==> src/hdl/wcr_pkg.sv <==
// Shared types and constants for the weighted count redistributor.
`timescale 1ns / 1ps
`default_nettype none
package wcr_pkg;

  localparam int unsigned QUEUE_DEPTH = 4;
  localparam int unsigned QPTR_W = 2;
  localparam logic [16:0] FULL_AREA = 17'd65536;
  localparam logic [23:0] LCG_MUL_LO = 24'hECE66D;
  localparam logic [10:0] LCG_MUL_HI = 11'h5DE;
  localparam logic [47:0] LCG_ADD = 48'hB;

  typedef enum logic [1:0] {
    CMD_ADD = 2'd0,
    CMD_DIST = 2'd1,
    CMD_CLEAR = 2'd2,
    CMD_UNUSED = 2'd3
  } command_t;

  typedef enum logic [1:0] {
    CFG_IMAGE_WIDTH = 2'd0,
    CFG_BUNDLE_SIZE = 2'd1,
    CFG_RANDOM_SEED = 2'd2,
    CFG_NONE = 2'd3
  } cfg_index_t;

  typedef enum logic [1:0] {
    OP_ADD,
    OP_DIST,
    OP_CLEAR
  } queue_op_t;

  typedef struct packed {
    logic [1:0] command;
    logic [11:0] pix_x;
    logic [11:0] pix_y;
    logic [16:0] overlap_area;
    logic signed [23:0] count_value;
    logic count_valid;
  } in_item_t;

  typedef struct packed {
    logic [23:0] pixel_index;
    logic [11:0] out_x;
    logic [11:0] out_y;
    logic [22:0] amount;
    logic table_overflow;
    logic last;
  } out_item_t;

  typedef struct packed {
    queue_op_t op;
    logic [11:0] pix_x;
    logic [11:0] pix_y;
    logic [16:0] area;
    logic [22:0] count;
  } queue_item_t;

  typedef struct packed {
    logic valid;
    queue_item_t item;
  } queue_head_t;

endpackage
`default_nettype wire

==> src/hdl/wcr_front.sv <==
// Command intake: classifies transactions and queues them for the engine.
`timescale 1ns / 1ps
`default_nettype none
module wcr_front (
  input wire logic clk,
  input wire logic rst,
  input wire logic start,
  output logic busy,
  input wire wcr_pkg::in_item_t item,
  input wire logic pop,
  output wcr_pkg::queue_head_t head
);

  wcr_pkg::queue_item_t slots [wcr_pkg::QUEUE_DEPTH];
  logic [wcr_pkg::QPTR_W-1:0] wptr;
  logic [wcr_pkg::QPTR_W-1:0] rptr;
  logic [wcr_pkg::QPTR_W:0] fill;
  wcr_pkg::queue_item_t cls;
  logic keep;
  logic push;

  always_comb begin
    cls.pix_x = item.pix_x;
    cls.pix_y = item.pix_y;
    cls.area = (item.overlap_area > wcr_pkg::FULL_AREA) ? wcr_pkg::FULL_AREA
                                                         : item.overlap_area;
    cls.count = item.count_value[22:0];
    cls.op = wcr_pkg::OP_CLEAR;
    keep = 1'b0;
    unique case (wcr_pkg::command_t'(item.command))
      wcr_pkg::CMD_ADD: begin
        cls.op = wcr_pkg::OP_ADD;
        keep = (cls.area != 17'd0);
      end
      wcr_pkg::CMD_DIST: begin
        keep = 1'b1;
        if (item.count_valid && !item.count_value[23] && item.count_value != 24'sd0) begin
          cls.op = wcr_pkg::OP_DIST;
        end
      end
      wcr_pkg::CMD_CLEAR: begin
        keep = 1'b1;
      end
      default: begin
        keep = 1'b0;
      end
    endcase
  end

  assign busy = (fill == (wcr_pkg::QPTR_W + 1)'(wcr_pkg::QUEUE_DEPTH));
  assign push = start && !busy && keep;
  assign head.valid = (fill != '0);
  assign head.item = slots[rptr];

  always_ff @(posedge clk) begin
    if (rst) begin
      wptr <= '0;
      rptr <= '0;
      fill <= '0;
    end else begin
      if (push) begin
        wptr <= wptr + 1'b1;
      end
      if (pop) begin
        rptr <= rptr + 1'b1;
      end
      fill <= fill + (push ? 1'b1 : 1'b0) - (pop ? 1'b1 : 1'b0);
    end
    if (push) begin
      slots[wptr] <= cls;
    end
  end

`ifndef SYNTHESIS
  a_pop_nonempty: assert property (@(posedge clk) disable iff (rst) pop |-> fill != '0)
    else $error("queue popped while empty");
`endif

endmodule
`default_nettype wire

==> config.mk <==
export PLATFORM = sky130hd
export DESIGN_NAME = wcr_front
export DESIGN_NICKNAME = d
export VERILOG_FILES = /design/src/hdl/wcr_pkg.sv /design/src/hdl/wcr_front.sv
export SDC_FILE = /design/constraint.sdc
export NUM_CORES = 1
export LEC_CHECK = 0
export BUFFER_PORTS_ARGS = -buffer_cell sky130_fd_sc_hd__buf_2
export CAP_MARGIN = 0
export CORE_UTILIZATION = 40
export CTS_CLUSTER_SIZE = 30
export DETAILED_ROUTE_END_ITERATION = 10
export GPL_TIMING_DRIVEN = 0
export MAX_ROUTING_LAYER = met4
export PLACE_DENSITY_LB_ADDON = 0.15
export SLEW_MARGIN = 10
export SYNTH_ARGS = -nofsm -noshare
export SYNTH_HDL_FRONTEND = slang
export SYNTH_SLANG_ARGS = --single-unit
==> constraint.sdc <==
create_clock -name clk -period 4.2 [get_ports clk]
set_input_delay 0.21 -clock clk [delete_from_list [all_inputs] [get_ports clk]]
set_output_delay 0.21 -clock clk [all_outputs]
set_load 0.05 [all_outputs]
# Word level (Yosys, flattened, before mapping)
# Memories as Yosys holds them, arrays and structs flattened. A register that Yosys moved wholly into a read port is not among the register bits.
# Cells that the tools add are included.
[word_totals] register_bits=7 ram_bits=264 output_inout_bits=68 mem_count=1 word_cells=33 in_bits=72
[memory_table] memory="slots" depth=4 width=66 rd=1 rd_clocked_by_memory_dff=1 wr=1 line_no="wcr_front.sv:14" text="wcr_pkg::queue_item_t slots [wcr_pkg::QUEUE_DEPTH];"
[op_classes] n_mux=10 add_sub_neg=4 n_lt_le_gt_ge=1 eq_ne=3 reduce_logical=11
[op_table] op="24-bit nonzero test" n=1
[op_table] op="17-bit greater-than comparator, second input constant" n=1
[op_table] op="17-bit two-way mux" n=1
[op_table] op="17-bit nonzero test" n=1
[op_table] op="2-bit two-way mux" n=3
[op_table] op="2-bit by 1-bit adder with 2-bit output, second input constant" n=2
[op_table] op="1-bit logical AND" n=4
[op_table] op="1-bit two-way mux" n=4
[op_table] op="2-bit case mux with 2 select lines" n=1
[op_table] op="3-bit by 1-bit adder with 3-bit output" n=1
[op_table] op="3-bit == test, second input constant" n=1
[op_table] op="3-bit nonzero test" n=1
[op_table] op="3-bit by 1-bit subtractor with 3-bit output" n=1
[op_table] op="2-bit by 1-bit == test with 1-bit output, second input constant" n=1
[op_table] op="2-bit == test, second input constant" n=1
[op_table] op="1-bit zero test" n=2
[op_table] op="2-bit zero test" n=1
[op_table] op="1-bit case mux with 2 select lines" n=1
[op_table] op="2-bit OR reduction" n=1

# Longest topological paths before layout
# Gate-level depths: netlist of run 1.
[depth] depth_word=8 ltp_mapped=13 mapped_depth_nobuf=13

# Worst setup path before layout of run 1
# OpenSTA, ideal clock, no wires.
[synth_timing] kind="flip-flop to flip-flop" startpoint="register fill[2] in the netlist's numbering" endpoint="memory slots[0][0] in the netlist's numbering, enable pin" t_required_ns=3.769 t_arrival_ns=2.771 slack_ns=0.998 synth_period_minus_slack_ns=3.202 n_path_buf=0 stages_incl_launch_ff=6 setup_ns=0.431 path_cell_list="dfxtp_1 -> or3b_4 -> clkinv_4 -> nor3_2 -> o31a_1 -> and2_1"
[synth_via] elab_chain_cells=6
[synth_lines] element="from (decl)" line_no="wcr_front.sv:17" text="logic [wcr_pkg::QPTR_W:0] fill;"
[synth_lines] element="from (signal assigned)" line_no="wcr_front.sv:67" text="fill <= fill + (push ? 1'b1 : 1'b0) - (pop ? 1'b1 : 1'b0);"
[synth_lines] element="3-bit == test" line_no="wcr_front.sv:50" text="assign busy = (fill == (wcr_pkg::QPTR_W + 1)'(wcr_pkg::QUEUE_DEPTH));"
[synth_lines] element="named net busy" line_no="wcr_front.sv:8" text="output logic busy,"
[synth_lines] element="1-bit zero test" line_no="wcr_front.sv:51" text="assign push = start && !busy && keep;"
[synth_lines] element="1-bit logical AND (2 in series)" line_no="wcr_front.sv:51"
[synth_lines] element="1-bit two-way mux" line_no="wcr_front.sv:69" text="if (push) begin"
[synth_lines] element="1-bit two-way mux (implied by the code)" line_no="wcr_front.sv:70" text="slots[wptr] <= cls;"
[synth_lines] element="to (decl)" line_no="wcr_front.sv:14"
# The timed path passes the listed nets, and every way through them passes these cells.

==> impl_metrics.env, run 1 <==
export IMPL_ys_ff_latch=273
export IMPL_drive_gt1_share_pct=37.95
export IMPL_clock_sinks=273
export IMPL_comb_power_share_pct=16.8
export IMPL_vias=5088
export IMPL_hpwl_um=12650
export IMPL_fin_cells=1024
export IMPL_maxSlewHeadroom_pct=44.22
export IMPL_placed_cells=920
export IMPL_min_to="slots[2][33]"
export IMPL_tightest_slew_ns=0.8367
export IMPL_pin_count=140
export IMPL_cap_viol_max_count=0
export IMPL_power_leakage_nw=4.394
export IMPL_cts_buffers=30
export IMPL_critical_path_max_fanout=10
export IMPL_outcome="finished clean"
export IMPL_clockBufferDepth=3
export IMPL_fin_nets=752
export IMPL_yosys_warnings=0
export IMPL_area_growth_pct=25.63
export IMPL_required_ns=3.99
export IMPL_ant_nets=0
export IMPL_clkLatencyLatePin_ns=0.54
export IMPL_yosysSeqAreaShare_pct=78.76
export IMPL_grtUsageTotal_pct=16.57
export IMPL_p_total_mw=6.798
export IMPL_start_util_pct=40.88
export IMPL_crit_chain="clkbuf_1, buf_1, mux4_2, buf_2"
export IMPL_core_area_um2=25180
export IMPL_crit_type="reg -> out"
export IMPL_dieArea_um2=26380
export IMPL_internal_power_mw=4.994
export IMPL_slowest_delay_ns=0.64
export IMPL_p_per_area_nw_per_um2=525.6
export IMPL_gp_congestion=0.7825
export IMPL_finalSetupTns_ns=0
export IMPL_route_detailed_vias_per_inst=4.969
export IMPL_crit_path_start_kind="register"
export IMPL_finClkSkew_ns=0.009705
export IMPL_irDropWorstVdd_mv=0.2774
export IMPL_dpl_worst_slack_ns=1.312
export IMPL_synth_top_area_cell="edfxtp_1"
export IMPL_synthesis_nets=529
export IMPL_critPathCaptureType="primary output"
export IMPL_die_x_um=162.4
export IMPL_sw_frac_of_total_pct=26.53
export IMPL_min_from="item[35]"
export IMPL_syn_cell_area_um2=10290
export IMPL_clkPwrFrac_pct=36.0
export IMPL_drtPass1Iterations=4
export IMPL_yosysTopAreaCellShare_pct=77.01
export IMPL_antenna_found_initial=1
export IMPL_overflow=0
export IMPL_hp_class="in -> reg"
export IMPL_whs_path_depth=2
export IMPL_clk_pin_slew_ns=0.06
export IMPL_std_cell_rows=58
export IMPL_layout_commonest_cell="edfxtp_1"
export IMPL_cts_resized_gates=0
export IMPL_syn_inst=447
export IMPL_grt_pass1_wl_um=31470
export IMPL_switchingPower_mw=1.804
export IMPL_port_buffers=139
export IMPL_grt_pass1_vias=5558
export IMPL_htreeDepth=1
export IMPL_crit_slowest_cell="clkbuf_1"
export IMPL_wl_per_cell_um=20.08
export IMPL_fin_crit_ns=2.981
export IMPL_min_period_over_period_pct=70.97
export IMPL_grt_max_degree=49
export IMPL_final_setup_viol_count=0
export IMPL_seq_power_share_pct=47.1
export IMPL_rr_worst_depth=12
export IMPL_setup_slack_ns=1.219
export IMPL_syn_area_per_cell_um2=23.03
export IMPL_cp_arrival_ns=2.77
export IMPL_finalMaxSlewViolations=0
export IMPL_rsz0062_at_grt="no"
export IMPL_die_h_um=162.4
export IMPL_rr_endpoint="fill[2]"
export IMPL_drt_initial_drc_count=294
export IMPL_hold_viol=0
export IMPL_r2r_start="fill[2]"
export IMPL_fmax_ghz=0.3355
export IMPL_final_core_util_pct=51.36
export IMPL_cts_root_buf="clkbuf_16"
export IMPL_synth_cell_types=32
export IMPL_wl_um=20560
export IMPL_ys_top_cells_by_area="edfxtp_1 77%, mux4_2 14%, dfxtp_1 1.8%"
export IMPL_drc=0
export IMPL_layout_common_cells="264 x edfxtp_1, 146 x buf_2, 66 x mux4_2, 48 x dlygate4sd3_1, 31 x clkbuf_16"
export IMPL_cts_tree="done"
export IMPL_reg2reg_slack_ns=1.41
==> stage by stage <==
stage | hold WS (ns) | area (µm²)
final | 0.05191 | 12930
after global routing | 0.04101 | 12930
after CTS | 0.03317 | 12930
after detailed placement | 0.4277 | 11520
after global placement | 0.4198 | 11400
after floorplan | 0.3089 | 10290
==> flip-flops by register name (all words and copies together), names as in the netlist, named ones only <==
signal	count
rptr	2
slots	264
wptr	2
fill	3
==> power groups by stage <==
stage | registers (mW) | logic [mW] | clock network (mW)
floorplan | 3.26 | 0.817 | 0
global placement | 3.27 | 1.09 | 0
detailed placement | 3.26 | 1.13 | 0
CTS | 3.21 | 1.17 | 2.52
global route | 3.22 | 1.22 | 2.62
finish | 3.20 | 1.14 | 2.45
==> final cells by class <==
| class | instances | area [µm²] |
|---|---|---|
| Clock inverter | 15 | 117.6 |
| Tap cell | 330 | 412.9 |
| Inverter | 10 | 42.54 |
| Sequential cell | 273 | 8108 |
| Timing Repair Buffer | 191 | 1286 |
| Clock buffer | 40 | 809.5 |
| Fill cell | 2039 | 12250 |
| Antenna cell | 1 | 2.502 |
| Multi-Input combinational cell | 147 | 2082 |
| Buffer | 17 | 72.57 |
==> kinds of logic (layout without fill, tap and decap cells) <==
| group | count (synthesis) | in the layout | share of synthesized area, % |
|---|---|---|---|
| multiplexers | 67 | 67 | 14.58 |
| AO/OA/AOI/OAI | 6 | 6 | 0.5105 |
| XOR/XNOR | 4 | 4 | 0.3404 |
| other | 0 | 1 | 0 |
| AND/OR/NAND/NOR | 60 | 60 | 3.403 |
| adder cells (fa/ha/maj) | 10 | 10 | 1.288 |
| buffers and inverters | 27 | 273 | 1.118 |
| flip-flops | 273 | 273 | 78.76 |
==> synth_stat cells <==
cell      count
ha_1          9
o41ai_1       1
o31a_1        1
mux4_2       66
clkbuf_1      8
and3b_1       1
xnor2_1       3
a31oi_1       1
inv_1         9
fa_1          1
nand2_1       4
dfxtp_1       9
or2_2         1
nor3_2        1
or3_2         1
clkinv_4      1
or3b_4        1
xor2_1        1
nor2_1       10
nor2b_1      11
nand4_1       2
mux2_4        1
nor3_1        2
o32a_1        1
nand2b_1      3
a221oi_1      1
and2_1       12
buf_2         7
a311o_1       1
nor4_1       11
buf_1         2
edfxtp_1    264
==> worst max path at each step <==
stage | cells after the start | to | from
2_1_floorplan | 5 | slots[0][0] | fill[2]
3_3_place_gp | 7 | slots[1][55] | item[66]
3_5_place_dp | 14 | fill[2] | item[66]
4_1_cts | 4 | head[31] | register
5_1_grt | 4 | head[31] | register
6_report | 4 | head[31] | register
==> per-layer routing <==
metal	global-route usage, %	vias to the layer above	share of wire (%)
li1	-	2316	-
met1	21.14	2605	43
met2	27.08	136	49
met3	3.387	31	6.0
met4	4.417	0	2.1
met5	-	-	0
==> critical path, delay by kind of cell (launching register included) <==
family / cells / cell delay, ns
muxes: 1 / 0.43
buffers and inverters: 3 / 1.45
DFF: 1 / 0.34
==> timing repair <==
| item | CTS | global route |
|---|---|---|
| hold endpoints to repair | 190 | 0 |
| setup buffers | 0 | 0 |
| setup endpoints to repair | 0 | 0 |
| hold buffers | 48 | 0 |
Note: power is estimated with default switching activity, not from simulation.
==> run 2: changes to the inputs <==
- ABC_AREA: not set -> 1
- clock period: 4.2 -> 3 ns (I/O delays scaled with it)
==> run 2 against run 1 <==
Against the previous run: register-to-register slack worse by 0.97 ns; sequential share of layout area shrank 2.5 points; flip-flop and latch count unchanged; synthesized area grew 2.4%; first-iteration DRC count is 48% higher; wire length increased by 23%; sequential power up 38%; global-route usage grew 2.7 points; largest power group unchanged; critical path depth rose by 2.
==> impl_metrics.env, run 2 <==
export IMPL_post_synth_top_count_cell="edfxtp_1"
export IMPL_layout_commonest_cell="edfxtp_1"
export IMPL_outcome="finished clean"
export IMPL_hp_class="in -> reg"
export IMPL_synthesis_nets=861
export IMPL_fin_area_um2=13470
export IMPL_gp_congestion=0.7264
export IMPL_start_util_pct=40.56
export IMPL_drt_initial_drc_count=434
export IMPL_die_h_um=164.3
export IMPL_htreeDepth=1
export IMPL_port_buffers=139
export IMPL_fin_nets=1102
export IMPL_ys_flop_type="edfxtp_1"
export IMPL_syn_cell_area_um2=10540
export IMPL_vias=6929
export IMPL_die_x_um=164.3
export IMPL_clock_sinks=273
export IMPL_core_area_um2=25980
export IMPL_synth_edf_count=264
export IMPL_cts_setup_buffers=0
export IMPL_synth_cell_types=22
export IMPL_cts_tree="done"
export IMPL_required_ns=2.85
export IMPL_clockBufferDepth=3
export IMPL_dpl_worst_slack_ns=0.3940
export IMPL_ant_nets=0
export IMPL_yosys_warnings=0
export IMPL_drc=0
export IMPL_hold_ws_ns=0.01862
export IMPL_rsz0062_at_grt="no"
export IMPL_maxSlewHeadroom_pct=54.11
export IMPL_rr_worst_depth=8
export IMPL_std_cell_rows=59
export IMPL_syn_area_per_cell_um2=13.53
export IMPL_ys_top_cells_by_area="edfxtp_1 75%, nor2_1 6.6%, o21ai_0 5.7%"
export IMPL_p_total_mw=9.317
export IMPL_p_per_area_nw_per_um2=691.4
export IMPL_critical_path_max_fanout=10
export IMPL_cp_arrival_ns=2.55
export IMPL_clk_pin_slew_ns=0.06
export IMPL_syn_inst=779
export IMPL_crit_path_start_kind="register"
export IMPL_synthArstFlopShare_pct=0
export IMPL_final_setup_viol_count=0
export IMPL_finalMaxSlewViolations=0
export IMPL_drive_gt1_share_pct=20.10
export IMPL_cts_root_buf="clkbuf_16"
export IMPL_crit_type="reg -> out"
export IMPL_irDropWorstVdd_mv=0.4730
export IMPL_hpwl_um=15670
export IMPL_fmax_ghz=0.3704
export IMPL_route_detailed_vias_per_inst=5.039
export IMPL_dieArea_um2=27000
export IMPL_crit_chain="buf_6, inv_2, clkbuf_1, o21ai_0, o22ai_1, buf_2"
export IMPL_overflow=0
export IMPL_yosysTopAreaCellShare_pct=75.22
export IMPL_finClkSkew_ns=0.007627
export IMPL_drtPass1Iterations=5
export IMPL_ys_ff_latch=273
export IMPL_wl_um=25350
export IMPL_grt_pass1_wl_um=37550
export IMPL_area_growth_pct=27.85
export IMPL_layout_common_cells="264 x edfxtp_1, 181 x nor2_1, 142 x buf_2, 120 x o21ai_0, 66 x o22ai_1"
export IMPL_yosysSeqAreaShare_pct=76.93
export IMPL_whs_path_depth=3
export IMPL_power_leakage_nw=4.849
export IMPL_final_core_util_pct=51.85
export IMPL_antenna_found_initial=0
export IMPL_grt_max_degree=24
export IMPL_tightest_slew_ns=0.6868
export IMPL_largest_reg_flops=264
export IMPL_reg_top3="slots x264, fill x3"
export IMPL_synth_top_area_cell="edfxtp_1"
export IMPL_wl_per_cell_um=18.44
export IMPL_cts_resized_gates=0
export IMPL_grtUsageTotal_pct=19.25
export IMPL_slowest_delay_ns=0.44
export IMPL_grt_pass1_vias=6649
export IMPL_cts_hold_buf=59
export IMPL_crit_slowest_cell="dfxtp_1"
export IMPL_fin_crit_ns=2.699
export IMPL_cts_buffers=29
export IMPL_reg2reg_slack_ns=0.44
export IMPL_cap_viol_max_count=0
export IMPL_pin_count=140
export IMPL_synth_top_cells_by_count="264 x edfxtp_1, 185 x nor2_1, 120 x o21ai_0"
export IMPL_top_register="slots"
export IMPL_min_period_over_period_pct=89.98
export IMPL_hold_viol=0
export IMPL_nFillCells=2249
export IMPL_critPathCaptureType="primary output"
export IMPL_clkLatencyLatePin_ns=0.54
export IMPL_dpl_cell_area_um2=11980
export IMPL_antenna_cells=0
export IMPL_setup_slack_ns=0.3006
run 2: final timing paths:
check             startpoint            to
setup / recovery    register      head[32]
hold / removal      item[32]  slots[3][30]
setup reg to reg     fill[1]  slots[1][42]
hold reg to reg      rptr[1]       rptr[1]
run 2: area by class of cell:
cell class,count,area (µm²),area share [%]
Sequential cell,273,8108,60.17
Inverter,38,142.6,1.059
Timing Repair Buffer,210,1587,11.77
Tap cell,335,419.2,3.111
Buffer,44,221.5,1.644
Multi-Input combinational cell,424,2097,15.56
Clock buffer,40,797.0,5.915
Clock inverter,11,102.6,0.7614
run 2: logic make-up (layout without fill, tap and decap cells):
family,after synthesis,in the layout,synth area share [%]
flip-flops,273,273,76.93
AO/OA/AOI/OAI,206,206,10.63
XOR/XNOR,2,2,0.1662
buffers and inverters,82,343,3.455
adder cells (fa/ha/maj),10,10,1.258
AND/OR/NAND/NOR,206,206,7.563
run 2: power breakdown:
| part | switching [mW] | internal [mW] |
|---|---|---|
| combinational | 1.11 | 0.416 |
| clock | 1.36 | 2.01 |
| sequential | 0.0491 | 4.38 |
| total | 2.51 | 6.80 |
run 2: metal layers:
layer	GRT usage (%)	up-vias	part of all wire (%)
met5	-	-	0
met4	3.956	0	1.3
met3	2.626	26	5.1
met2	31.97	188	50
met1	25.29	3379	44
li1	-	3336	-
run 2: worst max-delay path: cells and delay by family, from the launching register on:
| kind | cells | cell delay (ns) |
|---|---|---|
| buffers and inverters | 4 | 1.13 |
| DFF | 1 | 0.44 |
| AOI/OAI and AO/OA | 2 | 0.42 |
run 2: through the flow:
stage / cells / TNS (ns)
finish: 1375 / 0
CTS: 1375 / 0
global route: 1375 / 0
detailed placement: 1265 / 0
global placement: 1253 / -461.03
floorplan: 779 / -85.21
